## src/rtl/core/assert_macros.svh

```systemverilog
// Assertion macros for the contour bounding box and moment accumulator.
// Included by files that carry concurrent checks; no other dependencies.
`ifndef ASSERT_MACROS_SVH
`define ASSERT_MACROS_SVH
`ifndef SYNTHESIS
`define CBMA_ASSERT(label, clk, rstn, prop) \
    label: assert property (@(posedge clk) disable iff (!rstn) (prop)) \
        else $error("cbma assertion failed");
`define CBMA_ASSERT_NEXT(label, clk, rstn, ante, cons) \
    label: assert property (@(posedge clk) disable iff (!rstn) (ante) |=> (cons)) \
        else $error("cbma assertion failed");
`else
`define CBMA_ASSERT(label, clk, rstn, prop)
`define CBMA_ASSERT_NEXT(label, clk, rstn, ante, cons)
`endif
`endif

```

## src/rtl/core/cbma_pkg.sv

```systemverilog
// Shared types, widths, caps and saturating-add helpers for the
// contour bounding box and moment accumulator. No dependencies.
`default_nettype none
package cbma_pkg;

    localparam int COORD_BITS = 12;
    localparam int EXT_BITS   = COORD_BITS + 1;
    localparam int PROD_BITS  = 2 * COORD_BITS;
    localparam int COUNT_BITS = 21;
    localparam int LIN_BITS   = 32;
    localparam int SQ_BITS    = 44;

    localparam logic [COUNT_BITS-1:0] MAX_POINTS = COUNT_BITS'(1048576);

    localparam logic [LIN_BITS-1:0] CAP_LIN =
        LIN_BITS'(((64'd1 << COORD_BITS) - 64'd1) * 64'd1048576);
    localparam logic [SQ_BITS-1:0] CAP_SQ =
        SQ_BITS'(((64'd1 << COORD_BITS) - 64'd1) * ((64'd1 << COORD_BITS) - 64'd1)
                 * 64'd1048576);

    typedef logic [COORD_BITS-1:0] coord_t;
    typedef logic [EXT_BITS-1:0]   ext_t;
    typedef logic [PROD_BITS-1:0]  prod_t;
    typedef logic [COUNT_BITS-1:0] count_t;
    typedef logic [LIN_BITS-1:0]   lin_t;
    typedef logic [SQ_BITS-1:0]    sq_t;

    // One axis of the box: low edge and extent
    typedef struct packed {
        coord_t lo;
        ext_t   ext;
    } axis_t;

    function automatic lin_t sat_lin(input lin_t acc, input coord_t v);
        logic [LIN_BITS:0] s;
        s = {1'b0, acc} + (LIN_BITS + 1)'(v);
        sat_lin = (s > {1'b0, CAP_LIN}) ? CAP_LIN : s[LIN_BITS-1:0];
    endfunction

    function automatic sq_t sat_sq(input sq_t acc, input prod_t v);
        logic [SQ_BITS:0] s;
        s = {1'b0, acc} + (SQ_BITS + 1)'(v);
        sat_sq = (s > {1'b0, CAP_SQ}) ? CAP_SQ : s[SQ_BITS-1:0];
    endfunction

endpackage
`default_nettype wire

```

## src/rtl/core/contour_bbox_moment_accumulator.sv

```systemverilog
// Contour bounding box and raw moment accumulator, top level.
// Depends on cbma_pkg, cbma_axis_grow and assert_macros.svh.
//
// Channel | Dir | tdata                         | tuser     | Per transfer
// s_      | in  | px, py                        | start_new | one contour point
// m_      | out | box, point_total, five sums   | -         | one result per point
//
// One point per cycle is sustained while no result is stalled.
// The squares and the cross product are computed into the input register, the box update and
// the saturating sums between that register and the state, which is the result register.
// A stalled result holds the state, so the input register fills and then s_tready drops.
// Synchronous active-low reset clears all state; the first point after reset starts a contour.
`default_nettype none
`include "assert_macros.svh"
module contour_bbox_moment_accumulator (
    input  wire logic         aclk,
    input  wire logic         aresetn,
    input  wire logic         s_tvalid,
    output logic              s_tready,
    input  wire logic [23:0]  s_tdata,   // px[11:0], py[23:12]
    input  wire logic         s_tuser,   // start_new
    output logic              m_tvalid,
    input  wire logic         m_tready,
    // box_left[11:0], box_top[23:12], box_width[36:24], box_height[49:37],
    // point_total[70:50], sum_x[102:71], sum_y[134:103], sum_xy[178:135],
    // sum_xx[222:179], sum_yy[266:223], zero[271:267]
    output logic [271:0]      m_tdata
);

    localparam int CB = cbma_pkg::COORD_BITS;

    // input stage
    logic             in_valid_reg;
    logic             fresh_reg;
    cbma_pkg::coord_t x_reg, y_reg;
    cbma_pkg::prod_t  xy_reg, xx_reg, yy_reg;

    // contour state, also the result register
    logic             out_valid_reg;
    cbma_pkg::axis_t  hor_reg, ver_reg;
    cbma_pkg::axis_t  hor_next, ver_next;
    cbma_pkg::count_t count_reg, count_next;
    cbma_pkg::lin_t   acc_x_reg, acc_y_reg, acc_x_next, acc_y_next;
    cbma_pkg::sq_t    acc_xy_reg, acc_xx_reg, acc_yy_reg;
    cbma_pkg::sq_t    acc_xy_next, acc_xx_next, acc_yy_next;

    cbma_pkg::coord_t px_in, py_in;
    logic             advance, s_take, fresh;

    assign px_in = s_tdata[CB-1:0];
    assign py_in = s_tdata[2*CB-1:CB];

    assign advance  = in_valid_reg && (!out_valid_reg || m_tready);
    assign s_tready = aresetn && (!in_valid_reg || advance);
    assign s_take   = s_tvalid && s_tready;
    assign fresh    = fresh_reg || (count_reg == '0);

    always_ff @(posedge aclk) begin
        if (!aresetn) begin
            in_valid_reg <= 1'b0;
        end else if (s_tready) begin
            in_valid_reg <= s_tvalid;
        end
        if (s_take) begin
            fresh_reg <= s_tuser;
            x_reg     <= px_in;
            y_reg     <= py_in;
            xy_reg    <= cbma_pkg::prod_t'(px_in) * cbma_pkg::prod_t'(py_in);
            xx_reg    <= cbma_pkg::prod_t'(px_in) * cbma_pkg::prod_t'(px_in);
            yy_reg    <= cbma_pkg::prod_t'(py_in) * cbma_pkg::prod_t'(py_in);
        end
    end

    cbma_axis_grow u_hor (
        .cur   (hor_reg),
        .p     (x_reg),
        .fresh (fresh),
        .nxt   (hor_next)
    );

    cbma_axis_grow u_ver (
        .cur   (ver_reg),
        .p     (y_reg),
        .fresh (fresh),
        .nxt   (ver_next)
    );

    always_comb begin
        if (fresh) begin
            count_next  = cbma_pkg::count_t'(1);
            acc_x_next  = cbma_pkg::lin_t'(x_reg);
            acc_y_next  = cbma_pkg::lin_t'(y_reg);
            acc_xy_next = cbma_pkg::sq_t'(xy_reg);
            acc_xx_next = cbma_pkg::sq_t'(xx_reg);
            acc_yy_next = cbma_pkg::sq_t'(yy_reg);
        end else begin
            // hold the count at its ceiling
            count_next  = (count_reg < cbma_pkg::MAX_POINTS) ?
                          count_reg + cbma_pkg::count_t'(1) : count_reg;
            acc_x_next  = cbma_pkg::sat_lin(acc_x_reg, x_reg);
            acc_y_next  = cbma_pkg::sat_lin(acc_y_reg, y_reg);
            acc_xy_next = cbma_pkg::sat_sq(acc_xy_reg, xy_reg);
            acc_xx_next = cbma_pkg::sat_sq(acc_xx_reg, xx_reg);
            acc_yy_next = cbma_pkg::sat_sq(acc_yy_reg, yy_reg);
        end
    end

    always_ff @(posedge aclk) begin
        if (!aresetn) begin
            out_valid_reg <= 1'b0;
            hor_reg       <= '0;
            ver_reg       <= '0;
            count_reg     <= '0;
            acc_x_reg     <= '0;
            acc_y_reg     <= '0;
            acc_xy_reg    <= '0;
            acc_xx_reg    <= '0;
            acc_yy_reg    <= '0;
        end else begin
            if (advance) begin
                out_valid_reg <= 1'b1;
                hor_reg       <= hor_next;
                ver_reg       <= ver_next;
                count_reg     <= count_next;
                acc_x_reg     <= acc_x_next;
                acc_y_reg     <= acc_y_next;
                acc_xy_reg    <= acc_xy_next;
                acc_xx_reg    <= acc_xx_next;
                acc_yy_reg    <= acc_yy_next;
            end else if (m_tready) begin
                out_valid_reg <= 1'b0;
            end
        end
    end

    assign m_tvalid = out_valid_reg;
    assign m_tdata  = {5'b00000, acc_yy_reg, acc_xx_reg, acc_xy_reg, acc_y_reg, acc_x_reg,
                       count_reg, ver_reg.ext, hor_reg.ext, ver_reg.lo, hor_reg.lo};

    `CBMA_ASSERT(a_count_range, aclk, aresetn, !out_valid_reg || ((count_reg != '0) && (count_reg <= cbma_pkg::MAX_POINTS)))
    `CBMA_ASSERT_NEXT(a_fresh_count, aclk, aresetn, advance && fresh, count_reg == cbma_pkg::count_t'(1))
    `CBMA_ASSERT(a_box_fits, aclk, aresetn, !out_valid_reg || (({1'b0, hor_reg.lo} + hor_reg.ext <= 14'd4096) && ({1'b0, ver_reg.lo} + ver_reg.ext <= 14'd4096)))
    `CBMA_ASSERT(a_sum_caps, aclk, aresetn, (acc_xy_reg <= cbma_pkg::CAP_SQ) && (acc_x_reg <= cbma_pkg::CAP_LIN))

endmodule
`default_nettype wire

```

## src/rtl/core/cbma_axis_grow.sv

```systemverilog
// Grows one axis of the bounding box to cover a new coordinate.
// Depends on cbma_pkg for the axis type and coordinate widths.
`default_nettype none
module cbma_axis_grow (
    input  wire cbma_pkg::axis_t  cur,
    input  wire cbma_pkg::coord_t p,
    input  wire logic             fresh,
    output cbma_pkg::axis_t       nxt
);

    cbma_pkg::ext_t              ext1;
    logic [cbma_pkg::EXT_BITS:0] hi;

    // an empty extent counts as one pixel
    assign ext1 = (cur.ext == '0) ? cbma_pkg::ext_t'(1) : cur.ext;
    assign hi   = {2'b00, cur.lo} + {1'b0, ext1} - (cbma_pkg::EXT_BITS + 1)'(1);

    always_comb begin
        nxt.lo  = cur.lo;
        nxt.ext = ext1;
        if (fresh) begin
            nxt.lo  = p;
            nxt.ext = cbma_pkg::ext_t'(1);
        end else if (p < cur.lo) begin
            nxt.lo  = p;
            nxt.ext = ext1 + {1'b0, cur.lo - p};
        end else if ({2'b00, p} > hi) begin
            nxt.ext = {1'b0, p - cur.lo} + cbma_pkg::ext_t'(1);
        end
    end

endmodule
`default_nettype wire
```

## config.mk

```make
export PLATFORM = sky130hd
export DESIGN_NAME = contour_bbox_moment_accumulator
export DESIGN_NICKNAME = d
export VERILOG_FILES = /design/src/rtl/core/cbma_pkg.sv /design/src/rtl/core/contour_bbox_moment_accumulator.sv /design/src/rtl/core/cbma_axis_grow.sv
export VERILOG_INCLUDE_DIRS = /design/src /design/src/rtl/core
export SDC_FILE = /design/constraint.sdc
export NUM_CORES = 2
export LEC_CHECK = 0
export ABC_CLOCK_PERIOD_IN_PS = 8630
export BUFFER_PORTS_ARGS = -buffer_cell sky130_fd_sc_hd__buf_2
export CORE_MARGIN = 5
export CORE_UTILIZATION = 37
export CTS_CLUSTER_DIAMETER = 150
export DETAILED_ROUTE_END_ITERATION = 10
export PLACE_DENSITY = 0.57
export REMOVE_ABC_BUFFERS = 1
export SLEW_MARGIN = 20
export SYNTH_ARGS = -nofsm -noshare
export SYNTH_HDL_FRONTEND = slang
export SYNTH_SLANG_ARGS = --single-unit
```

## constraint.sdc

```tcl
create_clock -name aclk -period 8.63 [get_ports aclk]
set_clock_uncertainty 0.1 [all_clocks]
set_input_delay 1.2945 -clock aclk [delete_from_list [all_inputs] [get_ports aclk]]
set_output_delay 1.2945 -clock aclk [all_outputs]
set_load 0.02 [all_outputs]
```

## After elaboration in Yosys (flattened, before gate mapping)

Index checks and enable logic that the tools add are counted.

- Register bits: 366
- Output and inout bits: 274
- Logic and storage cells: 91

- $add $sub $neg: 18
- Multipliers: 3
- $lt $le $gt $ge: 10
- Mux-type cells: 24
- Reduce and logical (&&, ||, !) cells: 18

Operators by type and width:

| operator | count |
|---|---|
| 44-bit two-way mux | 6 |
| 44-bit by 24-bit adder with 45-bit output | 3 |
| 45-bit by 44-bit greater-than comparator with 1-bit output (second input constant) | 3 |
| 32-bit two-way mux | 4 |
| 13-bit two-way mux | 6 |
| 12-bit by 12-bit multiplier with 24-bit output | 3 |
| 32-bit by 12-bit adder with 33-bit output | 2 |
| 33-bit by 32-bit greater-than comparator with 1-bit output (second input constant) | 2 |
| 25-bit two-way mux | 2 |
| 12-bit subtractor | 4 |
| 21-bit two-way mux | 2 |
| 12-bit by 13-bit adder with 14-bit output | 2 |
| 12-bit by 14-bit greater-than comparator with 1-bit output | 2 |
| 14-bit by 1-bit subtractor with 14-bit output (second input constant) | 2 |
| 12-bit by 1-bit adder with 13-bit output (second input constant) | 2 |
| 13-bit by 12-bit adder with 13-bit output | 2 |
| 13-bit zero test | 2 |
| 12-bit < comparator | 2 |
| 12-bit two-way mux | 2 |
| 21-bit by 1-bit adder with 21-bit output (second input constant) | 1 |
| 21-bit zero test | 1 |
| 21-bit < comparator (second input constant) | 1 |
| 2-bit nonzero test | 4 |
| 2-bit AND reduction | 3 |
| 4 further kinds | 10 |

## Logic depth before layout (Yosys ltp)

- Depth in word-level cells: 8
- Mapped depth: 30
- Depth with buffers taken out: 28

## By module

Synthesis repeated with hierarchy kept, for this count alone.

- Cell total of the unflattened synthesis: 5051
- Area total of the unflattened synthesis: 40627.7 µm²

Modules (own cells, without submodules):

| module | times used | cells each | area an instance (µm²) | seq. area each (µm²) |
|---|---|---|---|---|
| contour_bbox_moment_accumulator | 1 | 4050 | 33668.5 | 8177.8 |
| cbma_axis_grow at u_hor | 1 | 512 | 3584.7 | 0.0 |
| cbma_axis_grow at u_ver | 1 | 489 | 3374.5 | 0.0 |

## Least setup slack after synthesis

Ideal clock, no wire load.

- Path kind: input -> register
- Start: in s_tdata[2]
- End: reg xx_reg[23] (data pin)
- Setup time: 0.262 ns
- Arrival: 6.294 ns
- Required time: 8.268 ns
- Path slack: 1.974 ns
- Stages: 23
- Path through: clkbuf_1 -> clkbuf_1 -> nand2_1 -> fa_1 -> inv_1 -> ha_1 -> inv_1 -> fa_1 -> inv_1 -> fa_1 -> inv_1 -> fa_1 -> inv_1 -> ha_1 -> a21oi_1 -> o21ai_0 -> a211oi_1 -> o21ai_0 -> nand2_1 -> o2111ai_1 -> a31o_2 -> a21oi_1 -> xor2_1

- Word-level cells in the longest chain between the ends: 1

Ends and longest elaborated chain:

| what | line | text |
|---|---|---|
| start, declared | contour_bbox_moment_accumulator.sv:20 | `input wire logic [23:0] s_tdata,` |
| 12-bit by 12-bit multiplier with 24-bit output | contour_bbox_moment_accumulator.sv:69 | `xx_reg <= cbma_pkg::prod_t'(px_in) * cbma_pkg::prod_t'(px_in);` |
| end signal, assigned | contour_bbox_moment_accumulator.sv:69 |  |
| end, declared | contour_bbox_moment_accumulator.sv:36 | `cbma_pkg::prod_t xy_reg, xx_reg, yy_reg;` |

No other way between the ends.
A chain may end at the register's enable or synchronous reset.

## Worst setup path after layout

- Start: in s_tdata[3]
- End: reg xx_reg[23] (data pin)

Same word-level chain as after synthesis.

==> summary.md <==
| Metric | Value |
|---|---|
| WP buf/inv | `6` |
| Synth Area in Compound Gates | `18.8%` |
| Leakage | `20.6 nW` |
| Non-filler cells, final | `6499` |
| Avg WL per Cell | `18.9 um` |
| Final nets | `5776` |
| Largest register FFs | `50` |
| Hold buffer count at CTS | `0` |
| Cells along the critical path | `buf_2 > nand2_1 > inv_1 > fa_1 > fa_1 > inv_1 > fa_1 > inv_1 > fa_1 > inv_1 > fa_1 > inv_1 > ha_1 > a21oi_1 > o21ai_0 > a211oi_1 > o21ai_0 > nand2_1 > o2111ai_1 > a31o_2 > a21oi_1 > xor2_1` |
| Normalized max-slew margin | `31.5%` |
| Final core utilization | `41.2%` |
| Commonest non-fill, non-tap cell in the layout | `inv_1` |
| Global placement routability congestion | `0.870` |
| Layout fillers | `10900` |
| WP data arrival | `6810 ps` |
| Sequential fraction of the synthesis area | `20.5%` |
| Minimum clock period after layout | `6570 ps` |
| Post-Synthesis Cell Area | `39900 um^2` |
| Most frequent cells in the layout | `681 x inv_1, 451 x nand2_1, 419 x ha_1` |
| Clock sinks | `362` |
| Setup crit end kind | `flop` |
| Slowest stage cell, crit path | `fa_1` |
| # setup viols final | `0` |
| Dominant synthesized flop cell | `dfxtp_1` |
| Largest net degree at the start of global routing | `70` |
| Largest family of logic cells by synthesized area | `adder cells` |
| Post-synthesis xor/xnor area fraction | `5.67%` |
| Warnings from Yosys | `0` |
| Synthesized instance count | `4910` |
| Worst vdd ir | `0.202 mV` |
| Mux contribution to synthesized area | `0.574%` |
| # DRC | `0` |
| Die height | `338 um` |
| Max Root-Sink Buffers | `3` |
| Area of the multi-input gates | `28300 um^2` |
| Area Growth Syn to Fin | `10.7%` |
| Drt initial violations | `2417` |
| Share of synthesized cell area in and, or, nand and nor gates | `18.7%` |
| DIE AREA | `114000 um^2` |
| DP Area | `42500 um^2` |
| GR Overflow Total | `0` |
| Crit Path Category | `input port to flop` |
| Design Area, Final | `44100 um^2` |
| Final period util | `76.2%` |
| Total routed wirelength | `123 mm` |
| Post-synth ARST share | `0%` |
| Crit path required time | `8860 ps` |
| DR vias/cell | `5.40` |
| Share of layout cells above drive strength 1 | `9.29%` |
| Worst-path maximum fanout | `25` |
| Post-CTS setup buffer count | `0` |
| Final hold vios | `0` |
| Unrepaired setup endpoints after global routing | `no` |
| CP max stage delay | `530 ps` |
| Top-level port count | `303` |
| Final Slew Violations | `0` |
| Yosys cell types | `100` |
| Hold Crit Class | `flop to flop` |
| Core ar. | `107000 um^2` |
| DP Wirelength | `93.9 mm` |
| Number of synthesized flops with an enable pin | `93` |
| Placed Cells | `6407` |
| Crit-path leading delay family | `adder cells` |
| F_max | `0.152 GHz` |
| # port buffers | `297` |
| H-tree levels | `2` |
| Clock slew at reported path FFs | `60 ps` |
| Vias in the first global route | `34200` |
| Post_cts resized | `0` |
| Max_cap viols | `0` |
| Initial Utilization | `37.2%` |
| Total CTS buffers | `48` |
| Die W | `338 um` |
| Worst-skew pair later-pin latency | `610 ps` |
| Slew @ Worst Pin | `1000 ps` |
| Tot Pwr | `10.1 mW` |
| Post-route ant nets | `0` |
| Seq cells post-synth | `362` |
| Initial antenna violation count | `4` |
| Rows | `120` |
| Tot GR Track Use | `20.8%` |
| FF+latch area | `8180 um^2` |
| First-pass GRT wire length | `194 mm` |
| Crit start category | `input port` |
| Post-Synth Adder-Cell Area | `26.9%` |
| Vias post-DR | `35100` |
| Clk root buf | `clkbuf_16` |
| Pwr/cell area | `229 nW/um^2` |
| 1st-pass router iterations | `5` |
| Syn avg cell area | `8.12 um^2` |
| Status | `complete, no violations` |
| CTS tree | `done` |
| Final TNS setup | `0 ps` |
cell families (layout without fill, tap and decap cells):
family                   Yosys count  after routing
AND/OR/NAND/NOR                 1503           1503
XOR/XNOR                         258            258
AO/OA/AOI/OAI                   1155           1155
other                              1              8
multiplexers                      22             22
buffers and inverters            916           1095
adder cells (fa/ha/maj)          693            693
flip-flops                       362            362
cell type report:
class,instances,area share (%)
Tap cell,1403,3.98
Antenna cell,3,0.0170
Inverter,682,5.80
Clock inverter,26,0.626
Clock buffer,63,3.10
Timing Repair Buffer,324,3.83
Sequential cell,362,18.5
Multi-Input combinational cell,3636,64.1
per-layer routing:
metal  GRT usage, %  share of wire (%)  wire length (um)
met2           33.3                 44             54200
met1           29.1                 47             57700
met5              0              0.017                21
met3           3.12                5.3              6540
met4           6.46                3.4              4160
cells in the mapped netlist (154+ instances only):
cell / number / area, um^2
and2_1: 154 / 963
inv_1: 681 / 2560
ha_1: 419 / 5240
clkbuf_1: 208 / 781
nand3_1: 158 / 791
o21ai_0: 230 / 1150
nand2_1: 452 / 1700
dfxtp_1: 269 / 5390
nor2_1: 254 / 953
xnor2_1: 175 / 1530
a21oi_1: 336 / 1680
fa_1: 274 / 5490
path summary, 6_finish.rpt:
| path | from | end | slack (ps) | cells after the start |
|---|---|---|---|---|
| worst max-delay path | s_tdata[3] | xx_reg[23] | 2060 | 22 |
| worst min-delay path | acc_xy_reg[20] | acc_xy_reg[20] | 380 | 2 |
| worst max register to register | m_tdata[35] | m_tdata[35] | 2460 | 28 |
| worst min register to register | acc_xy_reg[20] | acc_xy_reg[20] | 380 | 2 |
worst min-delay path: stages, from the launching register on:
cell	delay [ps]
dfxtp_1	320
nand2_1	60
a21oi_1	50
power breakdown:
part	switching (mW)	total (mW)	leakage (nW)	internal [mW]
registers	0.162	2.30	3.06	2.14
clock network	0.837	2.11	0.815	1.27
logic	3.35	5.72	16.7	2.37
total	4.35	10.1	20.6	5.78
metrics by stage:
stage | hold WS, ps | setup WS, ps
2_1_floorplan | 396 | 67.1
3_3_place_gp | 370 | 1420
3_5_place_dp | 377 | 1380
4_1_cts | 384 | 2010
5_1_grt | 412 | 1550
6_report | 383 | 2060
Power figures use the tool's default switching activity.
